--- src/rtl/core/cab_pkg.sv ---
// Shared types and constants for the clipped alpha blit unit.
`default_nettype none

package cab_pkg;

    localparam int MAX_DIM  = 4096;
    localparam int CNT_W    = $clog2(MAX_DIM);   // row / column counter width
    localparam int DIM_W    = CNT_W + 1;         // clamped source dimension
    localparam int CFG_DW   = 13;                // size register width
    localparam int POS_W    = 14;                // signed position register width
    localparam int CFG_W    = 14;                // config write data width
    localparam int IDX_W    = 3;
    localparam int PIX_W    = 32;
    localparam int OFS_W    = 24;
    localparam int Q_DEPTH  = 4;
    localparam int Q_AW     = $clog2(Q_DEPTH);

    typedef enum logic [IDX_W-1:0] {
        REG_DST_WIDTH  = 3'd0,
        REG_DST_HEIGHT = 3'd1,
        REG_DST_STRIDE = 3'd2,
        REG_SRC_WIDTH  = 3'd3,
        REG_SRC_HEIGHT = 3'd4,
        REG_POS_X      = 3'd5,
        REG_POS_Y      = 3'd6,
        REG_BLEND_MODE = 3'd7
    } t_cfg_idx;

    typedef struct packed {
        logic [CFG_DW-1:0]       dst_width;
        logic [CFG_DW-1:0]       dst_height;
        logic [CFG_DW-1:0]       dst_stride;
        logic [CFG_DW-1:0]       src_width;
        logic [CFG_DW-1:0]       src_height;
        logic signed [POS_W-1:0] pos_x;
        logic signed [POS_W-1:0] pos_y;
        logic                    blend_mode;
    } t_cfg;

    // One kept pixel on its way from the front to the back.
    typedef struct packed {
        logic [CFG_DW-1:0] dx;
        logic [CFG_DW-1:0] dy;
        logic [PIX_W-1:0]  src;
        logic [PIX_W-1:0]  dst;
    } t_entry;

    typedef struct packed {
        logic full;
        logic empty;
    } t_q_stat;

endpackage

`default_nettype wire

--- src/rtl/core/clipped_alpha_blit_unit.sv ---
// Clipped RGBA8888 blit: each kept word passes the queue write, the product stage and
// the output register; one word per cycle sustained while the output is not stalled.
// Throughput is set by the back-end pipeline, which takes one queue word a cycle unless the output stalls.
// The input side stalls only while the 4-word queue is full.
// Synchronous active-low reset clears counters, queue, pipeline valids and
// all configuration registers; no clearing pass.
`default_nettype none

module clipped_alpha_blit_unit (
    input  wire logic        i_clk,
    input  wire logic        i_rst_n,
    input  wire logic        i_cfg_we,
    input  wire logic [2:0]  i_cfg_idx,
    input  wire logic [13:0] i_cfg_data,
    input  wire logic        s_tvalid,
    output logic             s_tready,
    input  wire logic [63:0] s_tdata,   // src_pixel[31:0], dst_pixel[63:32]
    input  wire logic        s_tuser,   // frame_start
    output logic             m_tvalid,
    input  wire logic        m_tready,
    output logic [55:0]      m_tdata    // dst_offset[23:0], out_pixel[55:24]
);
    import cab_pkg::*;

    t_cfg    r_cfg;
    t_entry  push_entry, head_entry;
    t_q_stat q_stat;
    logic    accept, push, pop;

    always_ff @(posedge i_clk) begin
        if (!i_rst_n) begin
            r_cfg <= '0;
        end else if (i_cfg_we) begin
            unique case (t_cfg_idx'(i_cfg_idx))
                REG_DST_WIDTH:  r_cfg.dst_width  <= i_cfg_data[CFG_DW-1:0];
                REG_DST_HEIGHT: r_cfg.dst_height <= i_cfg_data[CFG_DW-1:0];
                REG_DST_STRIDE: r_cfg.dst_stride <= i_cfg_data[CFG_DW-1:0];
                REG_SRC_WIDTH:  r_cfg.src_width  <= i_cfg_data[CFG_DW-1:0];
                REG_SRC_HEIGHT: r_cfg.src_height <= i_cfg_data[CFG_DW-1:0];
                REG_POS_X:      r_cfg.pos_x      <= $signed(i_cfg_data[POS_W-1:0]);
                REG_POS_Y:      r_cfg.pos_y      <= $signed(i_cfg_data[POS_W-1:0]);
                REG_BLEND_MODE: r_cfg.blend_mode <= i_cfg_data[0];
                default:        r_cfg            <= r_cfg;
            endcase
        end
    end

    assign s_tready = !q_stat.full;
    assign accept   = s_tvalid && s_tready;

    cab_front u_front (
        .i_clk         (i_clk),
        .i_rst_n       (i_rst_n),
        .i_cfg         (r_cfg),
        .i_accept      (accept),
        .i_src         (s_tdata[31:0]),
        .i_dst         (s_tdata[63:32]),
        .i_frame_start (s_tuser),
        .o_push        (push),
        .o_entry       (push_entry)
    );

    cab_queue u_queue (
        .i_clk   (i_clk),
        .i_rst_n (i_rst_n),
        .i_push  (push),
        .i_entry (push_entry),
        .i_pop   (pop),
        .o_entry (head_entry),
        .o_stat  (q_stat)
    );

    cab_back u_back (
        .i_clk     (i_clk),
        .i_rst_n   (i_rst_n),
        .i_cfg     (r_cfg),
        .i_q_valid (!q_stat.empty),
        .i_entry   (head_entry),
        .o_pop     (pop),
        .o_valid   (m_tvalid),
        .i_ready   (m_tready),
        .o_offset  (m_tdata[23:0]),
        .o_pixel   (m_tdata[55:24])
    );

    // only kept words reach the queue
    a_push_inside: assert property (@(posedge i_clk) disable iff (!i_rst_n)
        push |-> (push_entry.dx < r_cfg.dst_width) && (push_entry.dy < r_cfg.dst_height))
        else $error("queued pixel outside destination");

    a_no_zero_alpha: assert property (@(posedge i_clk) disable iff (!i_rst_n)
        (push && r_cfg.blend_mode) |-> (push_entry.src[31:24] != 8'd0))
        else $error("transparent pixel queued in blend mode");

    a_empty_src: assert property (@(posedge i_clk) disable iff (!i_rst_n)
        (accept && (r_cfg.src_width == '0 || r_cfg.src_height == '0)) |-> !push)
        else $error("pixel kept with empty source rectangle");

    a_pop_nonempty: assert property (@(posedge i_clk) disable iff (!i_rst_n)
        pop |-> !q_stat.empty)
        else $error("queue popped while empty");

endmodule

`default_nettype wire

--- src/rtl/core/cab_front.sv ---
// Front end: raster counters, clipping and the zero-alpha drop.
`default_nettype none

module cab_front (
    input  wire logic           i_clk,
    input  wire logic           i_rst_n,
    input  cab_pkg::t_cfg       i_cfg,
    input  wire logic           i_accept,
    input  wire logic [31:0]    i_src,
    input  wire logic [31:0]    i_dst,
    input  wire logic           i_frame_start,
    output logic                o_push,
    output cab_pkg::t_entry     o_entry
);
    import cab_pkg::*;

    localparam int XW = (CNT_W + 2 > POS_W + 1) ? CNT_W + 2 : POS_W + 1;

    logic [CNT_W-1:0] r_col, n_col;
    logic [CNT_W-1:0] r_row, n_row;

    logic [DIM_W-1:0] sw, sh;
    logic [CNT_W-1:0] col0, row0, col1, row1;
    logic [DIM_W-1:0] colp, rowp;
    logic signed [XW-1:0] dx, dy;
    logic             empty_src, in_bounds, alpha_zero;

    always_comb begin
        sw = (int'(i_cfg.src_width)  > MAX_DIM) ? DIM_W'(MAX_DIM) : DIM_W'(i_cfg.src_width);
        sh = (int'(i_cfg.src_height) > MAX_DIM) ? DIM_W'(MAX_DIM) : DIM_W'(i_cfg.src_height);
        empty_src = (sw == '0) || (sh == '0);

        col0 = i_frame_start ? '0 : r_col;
        row0 = i_frame_start ? '0 : r_row;
        col1 = ({1'b0, col0} >= sw) ? '0 : col0;
        row1 = ({1'b0, row0} >= sh) ? '0 : row0;

        dx = XW'(i_cfg.pos_x) + XW'({1'b0, col1});
        dy = XW'(i_cfg.pos_y) + XW'({1'b0, row1});
        in_bounds = !dx[XW-1] && !dy[XW-1]
                 && ((XW-1)'(dx) < (XW-1)'(i_cfg.dst_width))
                 && ((XW-1)'(dy) < (XW-1)'(i_cfg.dst_height));
        alpha_zero = i_cfg.blend_mode && (i_src[31:24] == 8'd0);

        colp = {1'b0, col1} + DIM_W'(1);
        rowp = {1'b0, row1} + DIM_W'(1);
        n_col = r_col;
        n_row = r_row;
        if (i_accept) begin
            if (empty_src) begin
                n_col = '0;
                n_row = '0;
            end else if (colp >= sw) begin
                n_col = '0;
                n_row = (rowp >= sh) ? '0 : CNT_W'(rowp);
            end else begin
                n_col = CNT_W'(colp);
                n_row = row1;
            end
        end

        o_push      = i_accept && !empty_src && in_bounds && !alpha_zero;
        o_entry.dx  = CFG_DW'(dx);
        o_entry.dy  = CFG_DW'(dy);
        o_entry.src = i_src;
        o_entry.dst = i_dst;
    end

    always_ff @(posedge i_clk) begin
        if (!i_rst_n) begin
            r_col <= '0;
            r_row <= '0;
        end else begin
            r_col <= n_col;
            r_row <= n_row;
        end
    end

endmodule

`default_nettype wire

--- src/rtl/core/cab_queue.sv ---
// Short FIFO between the front and back ends.
`default_nettype none

module cab_queue (
    input  wire logic           i_clk,
    input  wire logic           i_rst_n,
    input  wire logic           i_push,
    input  cab_pkg::t_entry     i_entry,
    input  wire logic           i_pop,
    output cab_pkg::t_entry     o_entry,
    output cab_pkg::t_q_stat    o_stat
);
    import cab_pkg::*;

    t_entry            r_mem [Q_DEPTH];
    logic [Q_AW-1:0]   r_wr, n_wr;
    logic [Q_AW-1:0]   r_rd, n_rd;
    logic [Q_AW:0]     r_cnt, n_cnt;

    always_comb begin
        n_wr  = r_wr;
        n_rd  = r_rd;
        n_cnt = r_cnt;
        if (i_push)
            n_wr = (r_wr == Q_AW'(Q_DEPTH - 1)) ? '0 : r_wr + Q_AW'(1);
        if (i_pop)
            n_rd = (r_rd == Q_AW'(Q_DEPTH - 1)) ? '0 : r_rd + Q_AW'(1);
        if (i_push && !i_pop)
            n_cnt = r_cnt + (Q_AW+1)'(1);
        else if (!i_push && i_pop)
            n_cnt = r_cnt - (Q_AW+1)'(1);

        o_entry      = r_mem[r_rd];
        o_stat.full  = (r_cnt == (Q_AW+1)'(Q_DEPTH));
        o_stat.empty = (r_cnt == '0);
    end

    always_ff @(posedge i_clk) begin
        if (i_push)
            r_mem[r_wr] <= i_entry;
    end

    always_ff @(posedge i_clk) begin
        if (!i_rst_n) begin
            r_wr  <= '0;
            r_rd  <= '0;
            r_cnt <= '0;
        end else begin
            r_wr  <= n_wr;
            r_rd  <= n_rd;
            r_cnt <= n_cnt;
        end
    end

endmodule

`default_nettype wire

--- src/rtl/core/cab_back.sv ---
// Back end: offset multiply, per-channel blend and the output register.
`default_nettype none

module cab_back (
    input  wire logic           i_clk,
    input  wire logic           i_rst_n,
    input  cab_pkg::t_cfg       i_cfg,
    input  wire logic           i_q_valid,
    input  cab_pkg::t_entry     i_entry,
    output logic                o_pop,
    output logic                o_valid,
    input  wire logic           i_ready,
    output logic [23:0]         o_offset,
    output logic [31:0]         o_pixel
);
    import cab_pkg::*;

    localparam int PW = 2 * CFG_DW;

    // Exact floor(x/255) for x up to 255*255.
    function automatic logic [7:0] div255(input logic [15:0] x);
        logic [16:0] t;
        t = {1'b0, x} + 17'(x >> 8) + 17'd1;
        return t[15:8];
    endfunction

    // stage 1: products
    logic              r_v1;
    logic [PW-1:0]     r_prod;
    logic [CFG_DW-1:0] r_dx;
    logic [15:0]       r_md [3];
    logic [15:0]       r_ms [3];
    logic [PIX_W-1:0]  r_src;
    logic [7:0]        r_dst_a;

    // stage 2: output word
    logic              r_v2;
    logic [OFS_W-1:0]  r_off;
    logic [PIX_W-1:0]  r_pix;

    logic              adv1, adv2;
    logic [7:0]        alpha, inv_alpha;
    logic [7:0]        chan [3];

    always_comb begin
        adv2      = !r_v2 || i_ready;
        adv1      = !r_v1 || adv2;
        o_pop     = adv1 && i_q_valid;
        alpha     = i_entry.src[31:24];
        inv_alpha = 8'hFF - alpha;
        for (int c = 0; c < 3; c++)
            chan[c] = div255(r_md[c]) + div255(r_ms[c]);
    end

    always_ff @(posedge i_clk) begin
        if (o_pop) begin
            r_prod  <= PW'(i_entry.dy) * PW'(i_cfg.dst_stride);
            r_dx    <= i_entry.dx;
            r_src   <= i_entry.src;
            r_dst_a <= i_entry.dst[31:24];
            for (int c = 0; c < 3; c++) begin
                r_md[c] <= 16'(i_entry.dst[8*c +: 8]) * 16'(inv_alpha);
                r_ms[c] <= 16'(i_entry.src[8*c +: 8]) * 16'(alpha);
            end
        end
        if (adv2 && r_v1) begin
            r_off <= OFS_W'(r_prod) + OFS_W'(r_dx);
            r_pix <= i_cfg.blend_mode ? {r_dst_a, chan[2], chan[1], chan[0]} : r_src;
        end
    end

    always_ff @(posedge i_clk) begin
        if (!i_rst_n) begin
            r_v1 <= 1'b0;
            r_v2 <= 1'b0;
        end else begin
            if (adv1)
                r_v1 <= i_q_valid;
            if (adv2)
                r_v2 <= r_v1;
        end
    end

    assign o_valid  = r_v2;
    assign o_offset = r_off;
    assign o_pixel  = r_pix;

endmodule

`default_nettype wire

--- config.mk ---
export PLATFORM = sky130hd
export DESIGN_NAME = clipped_alpha_blit_unit
export DESIGN_NICKNAME = d
export VERILOG_FILES = /design/src/rtl/core/cab_pkg.sv /design/src/rtl/core/clipped_alpha_blit_unit.sv /design/src/rtl/core/cab_front.sv /design/src/rtl/core/cab_queue.sv /design/src/rtl/core/cab_back.sv
export SDC_FILE = /design/constraint.sdc
export NUM_CORES = 2
export LEC_CHECK = 0
export CAP_MARGIN = 20
export CORE_UTILIZATION = 40
export CTS_BUF_LIST = sky130_fd_sc_hd__clkbuf_2 sky130_fd_sc_hd__clkbuf_4 sky130_fd_sc_hd__clkbuf_8
export DETAILED_ROUTE_END_ITERATION = 10
export DONT_BUFFER_PORTS = 1
export PLACE_DENSITY_LB_ADDON = 0.08
export SYNTH_ARGS = -nofsm -noshare
export SYNTH_HDL_FRONTEND = slang
export SYNTH_HIERARCHICAL = 1
export SYNTH_SLANG_ARGS = --single-unit
--- constraint.sdc ---
create_clock -name i_clk -period 20.4 [get_ports i_clk]
set_input_delay 1.02 -clock i_clk [delete_from_list [all_inputs] [get_ports i_clk]]
set_output_delay 1.02 -clock i_clk [all_outputs]
set_load 0.01 [all_outputs]
==> results <==
- The tightest hold path in the finished design has a slack of 0.258 ns.
- The slew at the pin closest to its max-slew limit is 1.02 ns.
- The Yosys step of the flow raised 6 warnings.
- Once the clock tree was built, the setup fixing pass inserted 0 buffers.
- The post-layout net count is 5208.
- The number of sinks handled by clock tree synthesis is 718.
- 145 I/O pins were placed.
- The die is 358 µm tall.
- The synthesis-to-layout area growth is 7.76%.
- The worst clock skew on the final layout is 0.0463 ns.
- The routed wirelength normalized by instance count is 20.1 µm.
- The detailed-route via count is 30835.
- The weighted congestion at the end of routability-driven global placement is 0.799.
- Of the cells placed in the final design, the portion with a size suffix greater than 1 is 0.0965.
- Summed over all layers, the global routing overflow is 0.
- The number of enable flip-flop cells after synthesis is 589.
- The max-slew violation total from the final report is 0.
- The cell at the root of the clock tree is sky130_fd_sc_hd__clkbuf_8.
- The worst-case clock buffer depth is 3.
- Setup violations remaining at the end of the flow were counted as 0.
- The kind of path behind the tightest hold check is in2reg.
- The final critical path time including I/O delays and setup is 8.41 ns.
- The pre-antenna-repair detailed-routing pass consisted of 7 iterations.
- For the worst setup path, the data required time is 20.84 ns.
- The predominant post-synthesis flop cell is sky130_fd_sc_hd__edfxtp_1.
- Of all nets on the critical path, the largest fanout is 56.
- The final-layout setup total negative slack is 0 ns.
- Counting every net in the synthesized netlist gives 5247.
- The worst path meets setup with 12.00 ns of slack.
- The die covers 0.128 mm².
- For this run, the total global-route usage over all layers was measured as 0.195.
- Across the run, the number of max-cap violations was 0.
- The flow ran to the end, and the final reports show no timing, DRC or antenna violations.
- The number of nets with antenna violations after routing is 0.
- Hold repair after CTS inserted 0 buffers.
- The worst setup path is launched from a flip-flop.
- Entering global routing, the biggest net connects 134 pins.
- After synthesis the netlist holds a flip-flop and latch count of 718.
- Of the post-synthesis cell area, the dominant cell type holds 0.349.
- The netlist area before placement is 0.0507 mm².
- The die span in x is 358 µm.
- The normalized max-slew margin is 0.323.
- The worst setup path is captured at a flip-flop.
- The hold violation count in the final report came to 0.
- The number of instances in the synthesized netlist is 4357.
- The initial standard-cell utilization of the core is 0.404.
- Clock latency on the worst-skew pair, taken at its later pin, is 0.86 ns.
- CTS built an H-tree with a depth of 4.
- After synthesis, the share of flip-flops with an asynchronous set or reset is 0.
- Once detailed placement completed, the half-perimeter wirelength came to 88000 µm.
- The total DRC errors in the routed layout is 0.
- The post-CTS clock slew at the launch and capture registers of the worst setup and hold paths is 0.06 ns.
- Dividing the detail-routed via count by the number of cells gives 5.07.
- The CTS tree is built.
- The initial antenna violation count is 13.
- Setup repair after global routing left no endpoint under its margin.
- The average instance in the mapped netlist occupies 11.6 µm².
- The post-cts repair resize count is 0.
- STA puts the critical path data arrival time at 8.84 ns.
- The total clock buffers created by CTS is 134.
- The ratio of final minimum period to clock period is 0.412.
- The cell with the largest stage delay on the worst path is sky130_fd_sc_hd__buf_4.
- The cell accounting for the most synthesized area is sky130_fd_sc_hd__edfxtp_1.
- The total wire length is 122000 µm.
- The largest stage delay on the critical path is 0.82 ns.
- The share of the Yosys chip area taken by registers is 0.400.
- In this run, distinct cell masters in the synthesized netlist total 98.
- The critical path in this run is classified as reg2reg.
- The global-route wire length before repair is 188000 µm.
- The first routing iteration left 1455 violations.
- The floorplan step defined a core boundary enclosing 0.126 mm².
- The peak clock frequency supported by timing is 119 MHz.
- By area the synthesized netlist is led by sky130_fd_sc_hd__edfxtp_1, sky130_fd_sc_hd__fa_1, sky130_fd_sc_hd__ha_1.
- The worst setup slack before clock tree synthesis is 11.66 ns.
- The floorplan has 130 rows.
- The via count of the first global-routing pass was 32090.
- In this run the tool buffered the top-level ports with 0 buffer cells.
## cell usage in the layout, fill, tap and decap left out, types with 61 or more instances in the layout
| cell | netlist | final |
|---|---|---|
| sky130_fd_sc_hd__xnor2_1 | 167 | 167 |
| sky130_fd_sc_hd__nand3_1 | 67 | 67 |
| sky130_fd_sc_hd__mux2i_1 | 98 | 98 |
| sky130_fd_sc_hd__dfxtp_1 | 129 | 126 |
| sky130_fd_sc_hd__mux4_2 | 90 | 90 |
| sky130_fd_sc_hd__nand2b_1 | 118 | 118 |
| sky130_fd_sc_hd__inv_1 | 530 | 530 |
| sky130_fd_sc_hd__fa_1 | 343 | 343 |
| sky130_fd_sc_hd__edfxtp_1 | 589 | 589 |
| sky130_fd_sc_hd__clkbuf_8 | 0 | 137 |
| sky130_fd_sc_hd__nand2_1 | 388 | 388 |
| sky130_fd_sc_hd__nor2_1 | 149 | 149 |
| sky130_fd_sc_hd__o21ai_0 | 61 | 61 |
| sky130_fd_sc_hd__ha_1 | 460 | 460 |
| sky130_fd_sc_hd__a21oi_1 | 129 | 129 |
| sky130_fd_sc_hd__and2_1 | 212 | 208 |
| sky130_fd_sc_hd__nor2b_1 | 151 | 150 |
## per-stage QoR
step	instances	utilization	area, µm²
floorplan	4357	-	50700
global placement	5831	0.412	51800
detailed placement	5831	0.412	51800
CTS	6075	0.435	54600
global route	6077	0.435	54600
finish	6079	0.435	54600
## sequential cells by signal, summed over array words and instances, names as in the netlist, named ones only
| register | cells |
|---|---|
| u_queue/r_cnt | 3 |
| r_cfg | 94 |
| u_back/r_md | 48 |
| u_front/r_row | 12 |
| u_back/r_v1 | 1 |
| u_back/r_dx | 13 |
| u_back/o_offset | 24 |
| u_queue/r_wr | 2 |
| u_back/r_prod | 24 |
| u_queue/r_mem | 360 |
| u_front/r_col | 12 |
| u_back/r_dst_a | 8 |
| u_queue/r_rd | 2 |
| u_back/r_src | 32 |
| u_back/o_valid | 1 |
| u_back/r_ms | 48 |
| u_back/o_pixel | 32 |
## layout make-up
type | count | area [µm²]
antenna | 3 | 7.51
clock inverter | 64 | 612
tap | 1650 | 2060
fill | 11871 | 71000
timing repair buffer | 27 | 210
multi-input combinational | 2907 | 27200
sequential | 718 | 20300
clock buffer | 180 | 2210
inverter | 530 | 1990
## final timing paths
kind	start	end	slack, ns	depth (start not counted)
max	r_cfg[54]	u_queue/r_mem[1][51]	12.00	25
min	s_tdata[26]	u_queue/r_mem[3][58]	0.26	0
max reg2reg	r_cfg[54]	u_queue/r_mem[1][51]	12.00	25
min reg2reg	r_cfg[75]	r_cfg[75]	0.46	2
## metal layers
metal,part of all wire,vias to the layer above,track usage
met1,0.43,15446,0.242
met2,0.50,461,0.333
met3,0.053,148,0.0512
li1,-,14764,-
met4,0.019,16,0.0518
met5,0.00078,-,0
## cells by family (layout without fill, tap and decap cells)
logic type                 Yosys count  count (layout)  share of synthesized area
other                                0               3                          0
buffers and inverters              732             801                     0.0637
xor gates and xnor gates           210             210                     0.0366
adders and majority gates          803             803                      0.249
DFF                                718             718                      0.400
muxes                              214             214                     0.0651
AOI/OAI and AO/OA                  423             423                     0.0567
and+or+nand+nor                   1257            1257                      0.129
## cells in the mapped netlist, types with 11 or more instances
master / count
sky130_fd_sc_hd__buf_2: 25
sky130_fd_sc_hd__o211ai_1: 17
sky130_fd_sc_hd__and3_1: 22
sky130_fd_sc_hd__or3_1: 18
sky130_fd_sc_hd__o21ai_0: 61
sky130_fd_sc_hd__nor3_1: 39
sky130_fd_sc_hd__a21o_1: 50
sky130_fd_sc_hd__mux2i_1: 98
sky130_fd_sc_hd__xnor2_1: 167
sky130_fd_sc_hd__clkbuf_1: 87
sky130_fd_sc_hd__mux2_2: 26
sky130_fd_sc_hd__and2_1: 212
sky130_fd_sc_hd__nand3_1: 67
sky130_fd_sc_hd__xor2_1: 42
sky130_fd_sc_hd__o21a_1: 31
sky130_fd_sc_hd__nor2_1: 149
sky130_fd_sc_hd__a211oi_1: 26
sky130_fd_sc_hd__fa_1: 343
sky130_fd_sc_hd__buf_4: 64
sky130_fd_sc_hd__nand4_1: 23
sky130_fd_sc_hd__dfxtp_1: 129
sky130_fd_sc_hd__ha_1: 460
sky130_fd_sc_hd__a21oi_1: 129
sky130_fd_sc_hd__nand2_1: 388
sky130_fd_sc_hd__nor2b_1: 151
sky130_fd_sc_hd__or2_2: 11
sky130_fd_sc_hd__mux4_2: 90
sky130_fd_sc_hd__edfxtp_1: 589
sky130_fd_sc_hd__inv_1: 530
sky130_fd_sc_hd__nand2b_1: 118
## worst max-delay path: cells and delay by family, from the launching register on
| kind | cells | cell delay (ns) |
|---|---|---|
| flops | 1 | 0.40 |
| simple gates | 6 | 1.99 |
| xor+xnor | 1 | 0.32 |
| compound gates | 12 | 2.71 |
| fa+ha+maj | 4 | 1.36 |
| buf+inv | 2 | 1.12 |
Power is not shown: default switching activity piles up to over one toggle a cycle in this logic, so the estimate is an artifact.
